## src/hw/rtl/fbsl_pkg.sv

```systemverilog
package fbsl_pkg;

  // Byte offsets of the boot sector fields that are captured.
  localparam int OFFSET_W = 9;
  localparam logic [OFFSET_W-1:0] OFFSET_MAX        = 9'd511;
  localparam logic [OFFSET_W-1:0] OFS_SECTOR_SIZE   = 9'h00B;
  localparam logic [OFFSET_W-1:0] OFS_CLUSTER_SECS  = 9'h00D;
  localparam logic [OFFSET_W-1:0] OFS_RESERVED      = 9'h00E;
  localparam logic [OFFSET_W-1:0] OFS_FAT_COUNT     = 9'h010;
  localparam logic [OFFSET_W-1:0] OFS_ROOT_ENTRIES  = 9'h011;
  localparam logic [OFFSET_W-1:0] OFS_TOTAL_SHORT   = 9'h013;
  localparam logic [OFFSET_W-1:0] OFS_FAT_SIZE_SHORT = 9'h016;
  localparam logic [OFFSET_W-1:0] OFS_TOTAL_LONG    = 9'h020;
  localparam logic [OFFSET_W-1:0] OFS_FAT_SIZE_LONG = 9'h024;
  localparam logic [OFFSET_W-1:0] OFS_ROOT_CLUSTER  = 9'h02C;

  localparam int DIR_ENTRY_BYTES = 32;
  localparam int DIR_SHIFT       = $clog2(DIR_ENTRY_BYTES);

  // Both dividers retire one quotient bit per step over a 32-bit dividend.
  localparam int DIV_W = 32;
  localparam int STEP_W = $clog2(DIV_W);
  localparam logic [STEP_W-1:0] STEP_LAST = STEP_W'(DIV_W - 1);

  localparam int QUEUE_DEPTH = 2;
  localparam int QPTR_W = $clog2(QUEUE_DEPTH);
  localparam int QCNT_W = $clog2(QUEUE_DEPTH + 1);

  localparam logic [1:0] KIND_FAT12 = 2'd0;
  localparam logic [1:0] KIND_FAT16 = 2'd1;
  localparam logic [1:0] KIND_FAT32 = 2'd2;

  localparam logic CFG_FAT12_LIMIT = 1'b0;
  localparam logic CFG_FAT16_LIMIT = 1'b1;
  localparam logic [31:0] FAT12_LIMIT_RESET = 32'd4085;
  localparam logic [31:0] FAT16_LIMIT_RESET = 32'd65525;

  typedef struct packed {
    logic [7:0] sector_byte;
    logic       sector_end;
  } in_word_t;

  typedef struct packed {
    logic [1:0]  fat_kind;
    logic [15:0] sector_size;
    logic [7:0]  cluster_sectors;
    logic [15:0] fat_region_start;
    logic [39:0] fat_region_sectors;
    logic [40:0] root_region_start;
    logic [20:0] root_region_sectors;
    logic [40:0] data_region_start;
    logic [31:0] root_start_cluster;
    logic [31:0] cluster_total;
    logic        geometry_error;
  } out_word_t;

  // One parsed sector waiting for the back end.
  typedef struct packed {
    logic [15:0] sector_size;
    logic [7:0]  cluster_sectors;
    logic [15:0] reserved;
    logic [7:0]  fat_count;
    logic [15:0] root_entries;
    logic [31:0] total;
    logic [31:0] fat_size;
    logic [31:0] root_cluster;
  } job_t;

  typedef struct packed {
    logic full;
    logic not_empty;
  } queue_status_t;

  typedef enum logic [1:0] {
    BK_IDLE,
    BK_DIV,
    BK_SUM,
    BK_EMIT
  } back_state_t;

endpackage

```

## src/hw/rtl/fbsl_front.sv

```systemverilog
module fbsl_front (
  input  logic              clk,
  input  logic              rst_n,
  input  logic              in_valid,
  input  logic              in_stall,
  input  fbsl_pkg::in_word_t in_data,
  output logic              push,
  output fbsl_pkg::job_t    push_job
);

  logic [fbsl_pkg::OFFSET_W-1:0] offset_r, offset_nxt;
  logic [15:0] sector_size_r, sector_size_nxt;
  logic [7:0]  cluster_secs_r, cluster_secs_nxt;
  logic [15:0] reserved_r, reserved_nxt;
  logic [7:0]  fat_count_r, fat_count_nxt;
  logic [15:0] root_entries_r, root_entries_nxt;
  logic [15:0] total_short_r, total_short_nxt;
  logic [15:0] fat_size_short_r, fat_size_short_nxt;
  logic [31:0] total_long_r, total_long_nxt;
  logic [31:0] fat_size_long_r, fat_size_long_nxt;
  logic [31:0] root_cluster_r, root_cluster_nxt;
  logic        accept;
  logic [7:0]  b;

  assign accept = in_valid && !in_stall;
  assign b = in_data.sector_byte;

  always_comb begin
    offset_nxt         = offset_r;
    sector_size_nxt    = sector_size_r;
    cluster_secs_nxt   = cluster_secs_r;
    reserved_nxt       = reserved_r;
    fat_count_nxt      = fat_count_r;
    root_entries_nxt   = root_entries_r;
    total_short_nxt    = total_short_r;
    fat_size_short_nxt = fat_size_short_r;
    total_long_nxt     = total_long_r;
    fat_size_long_nxt  = fat_size_long_r;
    root_cluster_nxt   = root_cluster_r;
    push               = 1'b0;
    if (accept) begin
      case (offset_r)
        fbsl_pkg::OFS_SECTOR_SIZE:           sector_size_nxt[7:0]     = b;
        fbsl_pkg::OFS_SECTOR_SIZE + 9'd1:    sector_size_nxt[15:8]    = b;
        fbsl_pkg::OFS_CLUSTER_SECS:          cluster_secs_nxt         = b;
        fbsl_pkg::OFS_RESERVED:              reserved_nxt[7:0]        = b;
        fbsl_pkg::OFS_RESERVED + 9'd1:       reserved_nxt[15:8]       = b;
        fbsl_pkg::OFS_FAT_COUNT:             fat_count_nxt            = b;
        fbsl_pkg::OFS_ROOT_ENTRIES:          root_entries_nxt[7:0]    = b;
        fbsl_pkg::OFS_ROOT_ENTRIES + 9'd1:   root_entries_nxt[15:8]   = b;
        fbsl_pkg::OFS_TOTAL_SHORT:           total_short_nxt[7:0]     = b;
        fbsl_pkg::OFS_TOTAL_SHORT + 9'd1:    total_short_nxt[15:8]    = b;
        fbsl_pkg::OFS_FAT_SIZE_SHORT:        fat_size_short_nxt[7:0]  = b;
        fbsl_pkg::OFS_FAT_SIZE_SHORT + 9'd1: fat_size_short_nxt[15:8] = b;
        fbsl_pkg::OFS_TOTAL_LONG:            total_long_nxt[7:0]      = b;
        fbsl_pkg::OFS_TOTAL_LONG + 9'd1:     total_long_nxt[15:8]     = b;
        fbsl_pkg::OFS_TOTAL_LONG + 9'd2:     total_long_nxt[23:16]    = b;
        fbsl_pkg::OFS_TOTAL_LONG + 9'd3:     total_long_nxt[31:24]    = b;
        fbsl_pkg::OFS_FAT_SIZE_LONG:         fat_size_long_nxt[7:0]   = b;
        fbsl_pkg::OFS_FAT_SIZE_LONG + 9'd1:  fat_size_long_nxt[15:8]  = b;
        fbsl_pkg::OFS_FAT_SIZE_LONG + 9'd2:  fat_size_long_nxt[23:16] = b;
        fbsl_pkg::OFS_FAT_SIZE_LONG + 9'd3:  fat_size_long_nxt[31:24] = b;
        fbsl_pkg::OFS_ROOT_CLUSTER:          root_cluster_nxt[7:0]    = b;
        fbsl_pkg::OFS_ROOT_CLUSTER + 9'd1:   root_cluster_nxt[15:8]   = b;
        fbsl_pkg::OFS_ROOT_CLUSTER + 9'd2:   root_cluster_nxt[23:16]  = b;
        fbsl_pkg::OFS_ROOT_CLUSTER + 9'd3:   root_cluster_nxt[31:24]  = b;
        default: ;
      endcase
      if (in_data.sector_end) begin
        offset_nxt = '0;
        push       = 1'b1;
      end else if (offset_r != fbsl_pkg::OFFSET_MAX) begin
        offset_nxt = offset_r + 9'd1;
      end
    end
  end

  // The job carries the values including the final byte of the sector.
  always_comb begin
    push_job.sector_size     = sector_size_nxt;
    push_job.cluster_sectors = cluster_secs_nxt;
    push_job.reserved        = reserved_nxt;
    push_job.fat_count       = fat_count_nxt;
    push_job.root_entries    = root_entries_nxt;
    push_job.total           = (total_short_nxt != 16'd0) ? {16'd0, total_short_nxt}
                                                          : total_long_nxt;
    push_job.fat_size        = (fat_size_short_nxt != 16'd0) ? {16'd0, fat_size_short_nxt}
                                                             : fat_size_long_nxt;
    push_job.root_cluster    = root_cluster_nxt;
  end

  always_ff @(posedge clk) begin
    if (!rst_n) begin
      offset_r         <= '0;
      sector_size_r    <= '0;
      cluster_secs_r   <= '0;
      reserved_r       <= '0;
      fat_count_r      <= '0;
      root_entries_r   <= '0;
      total_short_r    <= '0;
      fat_size_short_r <= '0;
      total_long_r     <= '0;
      fat_size_long_r  <= '0;
      root_cluster_r   <= '0;
    end else begin
      offset_r         <= offset_nxt;
      sector_size_r    <= sector_size_nxt;
      cluster_secs_r   <= cluster_secs_nxt;
      reserved_r       <= reserved_nxt;
      fat_count_r      <= fat_count_nxt;
      root_entries_r   <= root_entries_nxt;
      total_short_r    <= total_short_nxt;
      fat_size_short_r <= fat_size_short_nxt;
      total_long_r     <= total_long_nxt;
      fat_size_long_r  <= fat_size_long_nxt;
      root_cluster_r   <= root_cluster_nxt;
    end
  end

endmodule

```

## src/hw/rtl/fbsl_queue.sv

```systemverilog
module fbsl_queue (
  input  logic                    clk,
  input  logic                    rst_n,
  input  logic                    push,
  input  fbsl_pkg::job_t          push_job,
  input  logic                    pop,
  output fbsl_pkg::job_t          head_job,
  output fbsl_pkg::queue_status_t status
);

  fbsl_pkg::job_t                entries_r [fbsl_pkg::QUEUE_DEPTH];
  logic [fbsl_pkg::QPTR_W-1:0]   wr_ptr_r, wr_ptr_nxt;
  logic [fbsl_pkg::QPTR_W-1:0]   rd_ptr_r, rd_ptr_nxt;
  logic [fbsl_pkg::QCNT_W-1:0]   count_r, count_nxt;
  logic                          do_push, do_pop;

  assign status.full      = (count_r == fbsl_pkg::QCNT_W'(fbsl_pkg::QUEUE_DEPTH));
  assign status.not_empty = (count_r != '0);
  assign head_job         = entries_r[rd_ptr_r];

  assign do_push = push && !status.full;
  assign do_pop  = pop && status.not_empty;

  always_comb begin
    wr_ptr_nxt = wr_ptr_r;
    rd_ptr_nxt = rd_ptr_r;
    count_nxt  = count_r;
    if (do_push) begin
      wr_ptr_nxt = (wr_ptr_r == fbsl_pkg::QPTR_W'(fbsl_pkg::QUEUE_DEPTH - 1)) ? '0
                                                                             : wr_ptr_r + 1'b1;
    end
    if (do_pop) begin
      rd_ptr_nxt = (rd_ptr_r == fbsl_pkg::QPTR_W'(fbsl_pkg::QUEUE_DEPTH - 1)) ? '0
                                                                             : rd_ptr_r + 1'b1;
    end
    if (do_push && !do_pop) begin
      count_nxt = count_r + 1'b1;
    end else if (do_pop && !do_push) begin
      count_nxt = count_r - 1'b1;
    end
  end

  always_ff @(posedge clk) begin
    if (!rst_n) begin
      wr_ptr_r <= '0;
      rd_ptr_r <= '0;
      count_r  <= '0;
    end else begin
      wr_ptr_r <= wr_ptr_nxt;
      rd_ptr_r <= rd_ptr_nxt;
      count_r  <= count_nxt;
    end
  end

  always_ff @(posedge clk) begin
    if (do_push) begin
      entries_r[wr_ptr_r] <= push_job;
    end
  end

endmodule

```

## src/hw/rtl/fbsl_back.sv

```systemverilog
module fbsl_back (
  input  logic                    clk,
  input  logic                    rst_n,
  input  fbsl_pkg::queue_status_t q_status,
  input  fbsl_pkg::job_t          head_job,
  output logic                    pop,
  input  logic [31:0]             fat12_limit,
  input  logic [31:0]             fat16_limit,
  output logic                    out_valid,
  input  logic                    out_stall,
  output fbsl_pkg::out_word_t     out_data
);

  fbsl_pkg::back_state_t state_r, state_nxt;
  logic [fbsl_pkg::STEP_W-1:0] step_r, step_nxt;
  fbsl_pkg::job_t              job_r, job_nxt;

  // Cluster count divider: 32-bit dividend, 8-bit divisor.
  logic [31:0] dvd1_r, dvd1_nxt;
  logic [7:0]  rem1_r, rem1_nxt;
  logic [8:0]  trial1;
  logic        ge1;
  // Root directory sector divider: padded 22-bit dividend, 16-bit divisor.
  logic [31:0] dvd2_r, dvd2_nxt;
  logic [15:0] rem2_r, rem2_nxt;
  logic [16:0] trial2;
  logic        ge2;
  logic [21:0] root_bytes;

  logic [39:0] fat_secs_r, fat_secs_nxt;
  logic [40:0] root_start_r, root_start_nxt;
  logic [20:0] root_secs_r, root_secs_nxt;
  logic [31:0] clusters_r, clusters_nxt;
  logic [1:0]  kind_r, kind_nxt;
  logic        err_r, err_nxt;

  fbsl_pkg::out_word_t out_r, out_nxt;
  logic                out_valid_r, out_valid_nxt;

  logic load, div_en, sum_en, emit_en, out_free;

  assign out_free = !out_valid_r || !out_stall;

  always_comb begin
    state_nxt = state_r;
    case (state_r)
      fbsl_pkg::BK_IDLE: if (q_status.not_empty) state_nxt = fbsl_pkg::BK_DIV;
      fbsl_pkg::BK_DIV:  if (step_r == fbsl_pkg::STEP_LAST) state_nxt = fbsl_pkg::BK_SUM;
      fbsl_pkg::BK_SUM:  state_nxt = fbsl_pkg::BK_EMIT;
      fbsl_pkg::BK_EMIT: if (out_free) state_nxt = fbsl_pkg::BK_IDLE;
      default:           state_nxt = fbsl_pkg::BK_IDLE;
    endcase
  end

  always_comb begin
    load    = 1'b0;
    div_en  = 1'b0;
    sum_en  = 1'b0;
    emit_en = 1'b0;
    case (state_r)
      fbsl_pkg::BK_IDLE: load    = q_status.not_empty;
      fbsl_pkg::BK_DIV:  div_en  = 1'b1;
      fbsl_pkg::BK_SUM:  sum_en  = 1'b1;
      fbsl_pkg::BK_EMIT: emit_en = out_free;
      default: ;
    endcase
  end

  assign pop = load;

  assign trial1 = {rem1_r, dvd1_r[31]};
  assign ge1    = trial1 >= {1'b0, job_r.cluster_sectors};
  assign trial2 = {rem2_r, dvd2_r[31]};
  assign ge2    = trial2 >= {1'b0, job_r.sector_size};
  // Rounding up: entries * 32 + sector_size - 1 never exceeds 22 bits.
  assign root_bytes = {1'b0, head_job.root_entries, {fbsl_pkg::DIR_SHIFT{1'b0}}}
                    + {6'd0, head_job.sector_size - 16'd1};

  always_comb begin
    step_nxt       = step_r;
    job_nxt        = job_r;
    dvd1_nxt       = dvd1_r;
    rem1_nxt       = rem1_r;
    dvd2_nxt       = dvd2_r;
    rem2_nxt       = rem2_r;
    fat_secs_nxt   = fat_secs_r;
    root_start_nxt = root_start_r;
    root_secs_nxt  = root_secs_r;
    clusters_nxt   = clusters_r;
    kind_nxt       = kind_r;
    err_nxt        = err_r;
    out_nxt        = out_r;
    out_valid_nxt  = out_valid_r && out_stall;

    if (load) begin
      job_nxt  = head_job;
      step_nxt = '0;
      dvd1_nxt = head_job.total;
      rem1_nxt = '0;
      dvd2_nxt = {10'd0, root_bytes};
      rem2_nxt = '0;
    end

    if (div_en) begin
      step_nxt     = step_r + 1'b1;
      rem1_nxt     = ge1 ? 8'(trial1 - {1'b0, job_r.cluster_sectors}) : trial1[7:0];
      dvd1_nxt     = {dvd1_r[30:0], ge1};
      rem2_nxt     = ge2 ? 16'(trial2 - {1'b0, job_r.sector_size}) : trial2[15:0];
      dvd2_nxt     = {dvd2_r[30:0], ge2};
      fat_secs_nxt = {8'd0, job_r.fat_size} * {32'd0, job_r.fat_count};
    end

    if (sum_en) begin
      // A zero divisor leaves an all-ones quotient; it is replaced by zero.
      clusters_nxt   = (job_r.cluster_sectors != 8'd0) ? dvd1_r : 32'd0;
      root_secs_nxt  = (job_r.sector_size != 16'd0) ? dvd2_r[20:0] : 21'd0;
      root_start_nxt = {25'd0, job_r.reserved} + {1'b0, fat_secs_r};
      err_nxt        = (job_r.cluster_sectors == 8'd0) || (job_r.sector_size == 16'd0);
      if (clusters_nxt < fat12_limit) begin
        kind_nxt = fbsl_pkg::KIND_FAT12;
      end else if (clusters_nxt < fat16_limit) begin
        kind_nxt = fbsl_pkg::KIND_FAT16;
      end else begin
        kind_nxt = fbsl_pkg::KIND_FAT32;
      end
    end

    if (emit_en) begin
      out_valid_nxt               = 1'b1;
      out_nxt.fat_kind            = kind_r;
      out_nxt.sector_size         = job_r.sector_size;
      out_nxt.cluster_sectors     = job_r.cluster_sectors;
      out_nxt.fat_region_start    = job_r.reserved;
      out_nxt.fat_region_sectors  = fat_secs_r;
      out_nxt.root_region_start   = root_start_r;
      out_nxt.root_region_sectors = root_secs_r;
      out_nxt.data_region_start   = root_start_r + {20'd0, root_secs_r};
      out_nxt.root_start_cluster  = (kind_r == fbsl_pkg::KIND_FAT32) ? job_r.root_cluster
                                                                    : 32'd0;
      out_nxt.cluster_total       = clusters_r;
      out_nxt.geometry_error      = err_r;
    end
  end

  always_ff @(posedge clk) begin
    if (!rst_n) begin
      state_r     <= fbsl_pkg::BK_IDLE;
      out_valid_r <= 1'b0;
    end else begin
      state_r     <= state_nxt;
      out_valid_r <= out_valid_nxt;
    end
  end

  always_ff @(posedge clk) begin
    step_r       <= step_nxt;
    job_r        <= job_nxt;
    dvd1_r       <= dvd1_nxt;
    rem1_r       <= rem1_nxt;
    dvd2_r       <= dvd2_nxt;
    rem2_r       <= rem2_nxt;
    fat_secs_r   <= fat_secs_nxt;
    root_start_r <= root_start_nxt;
    root_secs_r  <= root_secs_nxt;
    clusters_r   <= clusters_nxt;
    kind_r       <= kind_nxt;
    err_r        <= err_nxt;
    out_r        <= out_nxt;
  end

  assign out_valid = out_valid_r;
  assign out_data  = out_r;

endmodule

```

## src/hw/rtl/fat_boot_sector_layout.sv

```systemverilog
// Boot sector parser for FAT volumes. Bytes of a sector are taken one per
// cycle while in_stall is low, in offset order; the front end captures the
// BPB fields and, on the byte marked sector_end, hands a snapshot to a
// two-entry queue. The back end works on one sector at a time: a load step,
// two bit-serial dividers (cluster count and root directory sectors, run
// side by side), the adds and limit compares, and an emit step that waits
// out a stalled output word. Bytes keep streaming while the back end runs;
// in_stall rises only when the queue already holds two finished sectors.
// The cluster limits are to be written through the cfg port while no sector
// is in flight; the block itself does not enforce this.
module fat_boot_sector_layout (
  input  logic                clk,
  input  logic                rst_n,
  input  logic                in_valid,
  output logic                in_stall,
  input  fbsl_pkg::in_word_t  in_data,
  output logic                out_valid,
  input  logic                out_stall,
  output fbsl_pkg::out_word_t out_data,
  input  logic                cfg_valid,
  output logic                cfg_ready,
  input  logic                cfg_index,
  input  logic [31:0]         cfg_data
);

  logic                    push, pop;
  fbsl_pkg::job_t          push_job, head_job;
  fbsl_pkg::queue_status_t q_status;
  logic [31:0]             fat12_limit_r, fat12_limit_nxt;
  logic [31:0]             fat16_limit_r, fat16_limit_nxt;

  assign cfg_ready = 1'b1;
  assign in_stall  = q_status.full;

  always_comb begin
    fat12_limit_nxt = fat12_limit_r;
    fat16_limit_nxt = fat16_limit_r;
    if (cfg_valid && cfg_ready) begin
      case (cfg_index)
        fbsl_pkg::CFG_FAT12_LIMIT: fat12_limit_nxt = cfg_data;
        fbsl_pkg::CFG_FAT16_LIMIT: fat16_limit_nxt = cfg_data;
        default: ;
      endcase
    end
  end

  always_ff @(posedge clk) begin
    if (!rst_n) begin
      fat12_limit_r <= fbsl_pkg::FAT12_LIMIT_RESET;
      fat16_limit_r <= fbsl_pkg::FAT16_LIMIT_RESET;
    end else begin
      fat12_limit_r <= fat12_limit_nxt;
      fat16_limit_r <= fat16_limit_nxt;
    end
  end

  fbsl_front u_front (
    .clk      (clk),
    .rst_n    (rst_n),
    .in_valid (in_valid),
    .in_stall (in_stall),
    .in_data  (in_data),
    .push     (push),
    .push_job (push_job)
  );

  fbsl_queue u_queue (
    .clk      (clk),
    .rst_n    (rst_n),
    .push     (push),
    .push_job (push_job),
    .pop      (pop),
    .head_job (head_job),
    .status   (q_status)
  );

  fbsl_back u_back (
    .clk         (clk),
    .rst_n       (rst_n),
    .q_status    (q_status),
    .head_job    (head_job),
    .pop         (pop),
    .fat12_limit (fat12_limit_r),
    .fat16_limit (fat16_limit_r),
    .out_valid   (out_valid),
    .out_stall   (out_stall),
    .out_data    (out_data)
  );

endmodule

```

## config.mk

```make
export PLATFORM = sky130hd
export DESIGN_NAME = fat_boot_sector_layout
export DESIGN_NICKNAME = d
export VERILOG_FILES = /design/src/hw/rtl/fbsl_pkg.sv /design/src/hw/rtl/fbsl_front.sv /design/src/hw/rtl/fbsl_queue.sv /design/src/hw/rtl/fbsl_back.sv /design/src/hw/rtl/fat_boot_sector_layout.sv
export SDC_FILE = /design/constraint.sdc
export NUM_CORES = 2
export LEC_CHECK = 0
export BUFFER_PORTS_ARGS = -buffer_cell sky130_fd_sc_hd__buf_2
export CAP_MARGIN = 20
export CELL_PAD_IN_SITES_DETAIL_PLACEMENT = 1
export CELL_PAD_IN_SITES_GLOBAL_PLACEMENT = 1
export CORE_MARGIN = 2
export CORE_UTILIZATION = 47
export CTS_BUF_LIST = sky130_fd_sc_hd__clkbuf_8
export DETAILED_ROUTE_END_ITERATION = 16
export MAX_ROUTING_LAYER = met4
export PLACE_DENSITY = 0.86
export SYNTH_ARGS = -nofsm -noshare
export SYNTH_HDL_FRONTEND = slang
export SYNTH_SLANG_ARGS = --single-unit
```

## constraint.sdc

```tcl
create_clock -name clk -period 21.3 [get_ports clk]
set_clock_uncertainty 0.15 [all_clocks]
set_input_delay 1.065 -clock clk [delete_from_list [all_inputs] [get_ports clk]]
set_output_delay 1.065 -clock clk [all_outputs]
set_load 0.01 [all_outputs]
```

## Word level (Yosys, flattened, before mapping)

Memories as Yosys holds them, arrays and structs flattened. A register that Yosys moved wholly into a read port is not among the register bits.
Cells that the tools add are included.

| cells by class | value |
|---|---|
| add/sub/neg operators | 12 |
| equal/unequal tests | 34 |
| magnitude comparators | 4 |
| reduce and logical (&&, ||, !) cells | 28 |
| $mul | 1 |
| bitwise operators | 1 |
| muxes and demuxes | 71 |

Operators with widths:

| cell | count |
|---|---|
| 32-bit 2-to-1 mux | 10 |
| 8-bit 2-to-1 mux | 29 |
| 16-bit 2-to-1 mux | 8 |
| 9-bit by 6-bit == test with 1-bit output, second input constant | 12 |
| 32-bit < comparator | 2 |
| 9-bit by 5-bit == test with 1-bit output, second input constant | 7 |
| 16-bit nonzero test | 3 |
| 9-bit by 4-bit == test with 1-bit output, second input constant | 5 |
| 16-bit by 40-bit adder with 41-bit output | 1 |
| 41-bit by 21-bit adder with 41-bit output | 1 |
| 32-bit by 8-bit multiplier with 40-bit output | 1 |
| 21-bit by 16-bit adder with 22-bit output | 1 |
| 9-bit 2-to-1 mux | 2 |
| 17-bit by 16-bit greater-or-equal comparator with 1-bit output | 1 |
| 16-bit zero test | 1 |
| 16-bit by 1-bit subtractor with 16-bit output, second input constant | 1 |
| 16-bit subtractor | 1 |
| 1-bit 2-to-1 mux | 13 |
| 2-bit 2-to-1 mux | 6 |
| 5-bit 2-to-1 mux | 2 |
| 9-bit by 1-bit adder with 9-bit output, second input constant | 1 |
| 9-bit by 8-bit greater-or-equal comparator with 1-bit output | 1 |
| 9-bit inequality test, second input constant | 1 |
| 2-bit == test, second input constant | 4 |
| 19 further kinds | 37 |

| storage, ports and cells | value |
|---|---|
| RAM bits | 320 |
| output and inout bits | 253 |
| input bits | 47 |
| word-level logic and storage cells | 198 |
| register bits | 864 |
| memories | 1 |

Memories:

| memory | depth | bits a word | rd ports | clocked after memory_dff | write ports | RTL line | source |
|---|---|---|---|---|---|---|---|
| u_queue.entries_r | 2 | 160 | 1 | 1 | 1 | fbsl_queue.sv:11 | `fbsl_pkg::job_t entries_r [fbsl_pkg::QUEUE_DEPTH];` |

## Logic depth before layout (Yosys ltp)

| logic depth | value |
|---|---|
| depth in word-level cells | 9 |
| depth in mapped cells | 20 |
| gate-level depth less buffers | 18 |

## Hierarchy

From an unflattened synthesis, not the netlist that was laid out.

| unflattened totals | value |
|---|---|
| cells, all modules | 4,368 |
| area total of the unflattened synthesis | 57,752.9 µm² |

Modules (own cells, without submodules):

| module | area each (µm²) | cells an instance | seq. area each (µm²) | instances |
|---|---|---|---|---|
| fbsl_back | 33,684.8 | 2,687 | 17,837.1 | 1 |
| fbsl_queue | 12,187.9 | 523 | 9,709.3 | 1 |
| fbsl_front | 9,292.7 | 892 | 4,023.9 | 1 |
| fat_boot_sector_layout | 2,587.5 | 266 | 1,281.2 | 1 |

## Worst setup path before layout

Ideal clock, no wire load.

| timing path | value |
|---|---|
| path type | input port to flip-flop |
| start | input out_stall |
| end | register u_back.out_r (netlist bit u_back.out_data[0]), enable pin |
| setup time | 1.245 ns |
| data required time | 19.905 ns |
| stages on the path | 1 |
| path buffers | 0 |
| arrival | 18.996 ns |
| setup slack | 0.908 ns |
| cells stage by stage | a21boi_0 |

| on the way | value |
|---|---|
| word-level cells in the longest chain between the ends | 3 |

RTL lines:

| what | RTL line | source |
|---|---|---|
| from (decl) | fat_boot_sector_layout.sv:18 | `input logic out_stall,` |
| 1-bit zero test | fbsl_back.sv:42 | `assign out_free = !out_valid_r \|\| !out_stall;` |
| 1-bit logical OR | fbsl_back.sv:42 |  |
| 1-bit 2-to-1 mux | fbsl_back.sv:60 | `case (state_r)` |
| to (signal assigned) | fbsl_back.sv:168 | `out_r <= out_nxt;` |
| to (decl) | fbsl_back.sv:37 | `fbsl_pkg::out_word_t out_r, out_nxt;` |

Every way passes these cells.
A chain may end at the register's enable or synchronous reset.

## Final worst setup path

| timing path | value |
|---|---|
| start | register u_back.job_r[118] (netlist bit) |
| end | register u_back.fat_secs_r[28], data pin |

| on the way | value |
|---|---|
| word-level cells in the longest chain between the ends | 1 |

RTL lines:

| what | RTL line | source |
|---|---|---|
| from (decl) | fbsl_back.sv:16 | `fbsl_pkg::job_t job_r, job_nxt;` |
| from (signal assigned) | fbsl_back.sv:157 | `job_r <= job_nxt;` |
| 32-bit by 8-bit multiplier with 40-bit output | fbsl_back.sv:110 | `fat_secs_nxt = {8'd0, job_r.fat_size} * {32'd0, job_r.fat_count};` |
| to (signal assigned) | fbsl_back.sv:162 | `fat_secs_r <= fat_secs_nxt;` |
| to (decl) | fbsl_back.sv:30 | `logic [39:0] fat_secs_r, fat_secs_nxt;` |

Every way passes these cells.

==> results.txt <==
data required time of the worst path: 21.75 ns
Synth Cell Area: 56200 µm²
final WL: 143 mm
Post-synth EDFFs: 912
clock latency on the worst-skew pair: 0.88 ns
die extent in x: 350 µm
status: finished clean
synthesized net count: 4859
number of port buffers: 298
clock-pin slew on the worst setup and hold paths: 0.06 ns
post-route cell area: 63000 µm²
Setup CP Type: reg2reg
sequential fraction of the synthesis area: 0.585
CTS H-tree lvls: 4
I/O pin cnt: 300
DP Worst Slack: 14.84 ns
Worst-Margin Slew: 1.14 ns
post-synthesis cell type count: 92
clk sinks: 1185
Total GRT Usage: 0.241
Fin Hold WS: 0.254 ns
drt pass-1 iters: 5
num rows: 126
Post-Synth Adder-Cell Area: 0.112
Synth async-reset ratio: 0
share of cells above drive strength 1: 0.171
CTS tree: yes
global-route wire length before repair: 221 mm
DR DRC count: 0
clock buffer count from CTS: 190
Hold WC Path Type: reg2reg
Die Height: 350 µm
most frequent cells in the layout: 912 x edfxtp_1, 427 x and2_1, 419 x inv_1, 402 x nand2_1, 297 x buf_2
clk buf depth: 3
worst r2r src: u_back.job_r[118]
Post-CTS Setup Bufs: 0
syn_area_per_cell: 12.7 µm²
Setup crit start: u_back.job_r[118]
maximum clock rate: 155 MHz
Syn. warnings: 0
CP Cell Sequence: and2_1, fa_1, fa_1, fa_1, inv_1, fa_1, inv_1, ha_1, a2111oi_0, o21ai_1, a41oi_1, a31oi_1, or3b_1, a31o_2, a21oi_1, xnor2_1
fin crit share: 0.303
Final WS setup: 14.84 ns
worst-path fanout max: 32
XOR/XNOR Fraction of Synth Area: 0.0253
CTS Hold Buffers Added: 0
Synth Area in Compound Gates: 0.0669
core area: 118000 µm²
initial core utilization: 0.475
Post-Syn Instances: 4419
Synth Register Bits: 1185
vias in the first global route: 38731
routability cong.: 0.902
TNS Setup: 0 ns
Final setup viols: 0
worst path buffer plus inverter count: 2
Crit. End Element: flip-flop
cts repair resizes: 0
crit path time final: 6.46 ns
CP most frequent cell: fa_1
hold path startpoint: u_back.clusters_r[23]
CP peak stage delay: 1.05 ns
Final Hold Viols: 0
vias: 35518
RSZ-0062 raised after global routing: no
Die ar.: 122000 µm²
initial antenna violation count: 10
hpwl dp: 96.6 mm
vias per cell: 5.49
Reg2Reg Setup Slack: 14.84 ns
Synth Flop Type: edfxtp_1
slowest stage cell, crit path: edfxtp_1
drt wl/cell: 22.2 µm
Slew Limit Fails: 0
Final ANT Viol Nets: 0
clock root cell: clkbuf_8
Area after DPL: 59200 µm²
mux cell area share after synthesis: 0.0596
largest family of logic cells by synthesized area: simple AND/OR/NAND/NOR gates
gr ovfl total: 0
Post-Synth Simple-Gate Area: 0.116
Arr. time, crit path: 6.91 ns
max_cap viols: 0
nets: 5215
CP delay by family, top: adder cells
Max transition margin: 0.239
P&R area growth vs syn: 12.1%
crit path launch type: flip-flop
initial DRC count: 2411
commonest non-fill, non-tap cell in the layout: edfxtp_1
pin count of the biggest net entering global routing: 94
[layout make-up]
type,instances,area [µm²]
fillers,12024,55300
inverters,346,1300
multi-input cells,2718,21400
flip-flops and latches,1185,32900
repair buffers,334,1800
diodes,3,7.51
well taps,1536,1920
clock buffers,210,2890
clock inverters,133,758
[cell usage after synthesis, types with 8 or more instances]
master,instances,area [µm²]
nand2_1,403,1510
nor4_1,19,119
xnor2_1,92,806
ha_1,208,2600
fa_1,185,3700
xor2_1,70,613
a21o_1,61,458
a221o_1,32,320
buf_2,13,65.1
a21boi_0,16,120
mux2i_1,96,961
mux2_2,212,2390
o21ai_0,110,551
a211oi_1,20,150
inv_1,344,1290
nor3_1,34,170
o21a_1,17,128
nand3_1,37,185
a21oi_1,173,866
nand4_1,28,175
nor2_1,219,822
and2_1,427,2670
and3_1,25,156
clkbuf_1,146,548
o211ai_1,34,255
a31oi_1,27,169
nand2b_1,21,131
dfxtp_1,273,5470
edfxtp_1,912,27400
nor2b_1,21,131
or3_1,12,75.1
o21bai_1,8,60.1
[final timing paths]
path,endpoint,depth (start not counted)
hold reg to reg,u_back.out_data[24],0
setup / recovery,u_back.fat_secs_r[28],16
setup reg to reg,u_back.fat_secs_r[28],16
hold / removal,u_back.out_data[24],0
[per-layer routing]
layer	global-route usage	vias to the layer above	routed length (µm)
li1	-	16169	-
met1	0.290	18052	59300
met2	0.417	1011	73300
met3	0.0335	286	6640
met4	0.0808	0	4010
met5	-	-	0
[logic make-up (layout without fill, tap and decap cells)]
logic type | after synthesis | after routing
DFF | 1185 | 1185
and+or+nand+nor | 1287 | 1287
muxes | 308 | 308
AOI/OAI and AO/OA | 567 | 567
other | 1 | 4
xor gates and xnor gates | 162 | 162
buffers and inverters | 516 | 1023
adders and majority gates | 393 | 393
[through the flow]
stage	util	instances
finish	0.532	6465
global route	0.532	6465
CTS	0.532	6460
detailed placement	0.501	6117
global placement	0.501	6117
floorplan	-	4419
[registers in the layout, indices dropped and copies added (netlist names), 21 cells and up, named ones only]
| register | flops |
|---|---|
| fat12_limit_r | 32 |
| fat16_limit_r | 32 |
| u_back.clusters_r | 32 |
| u_back.dvd1_r | 32 |
| u_back.dvd2_r | 32 |
| u_back.fat_secs_r | 40 |
| u_back.job_r | 112 |
| u_back.out_data | 250 |
| u_back.root_secs_r | 21 |
| u_back.root_start_r | 41 |
| u_front.fat_size_long_r | 32 |
| u_front.root_cluster_r | 32 |
| u_front.total_long_r | 32 |
| u_queue.entries_r | 320 |
Power is left out: the tool's default activity adds up to more than one toggle a clock period on the data nets, which glitch-free logic cannot reach.
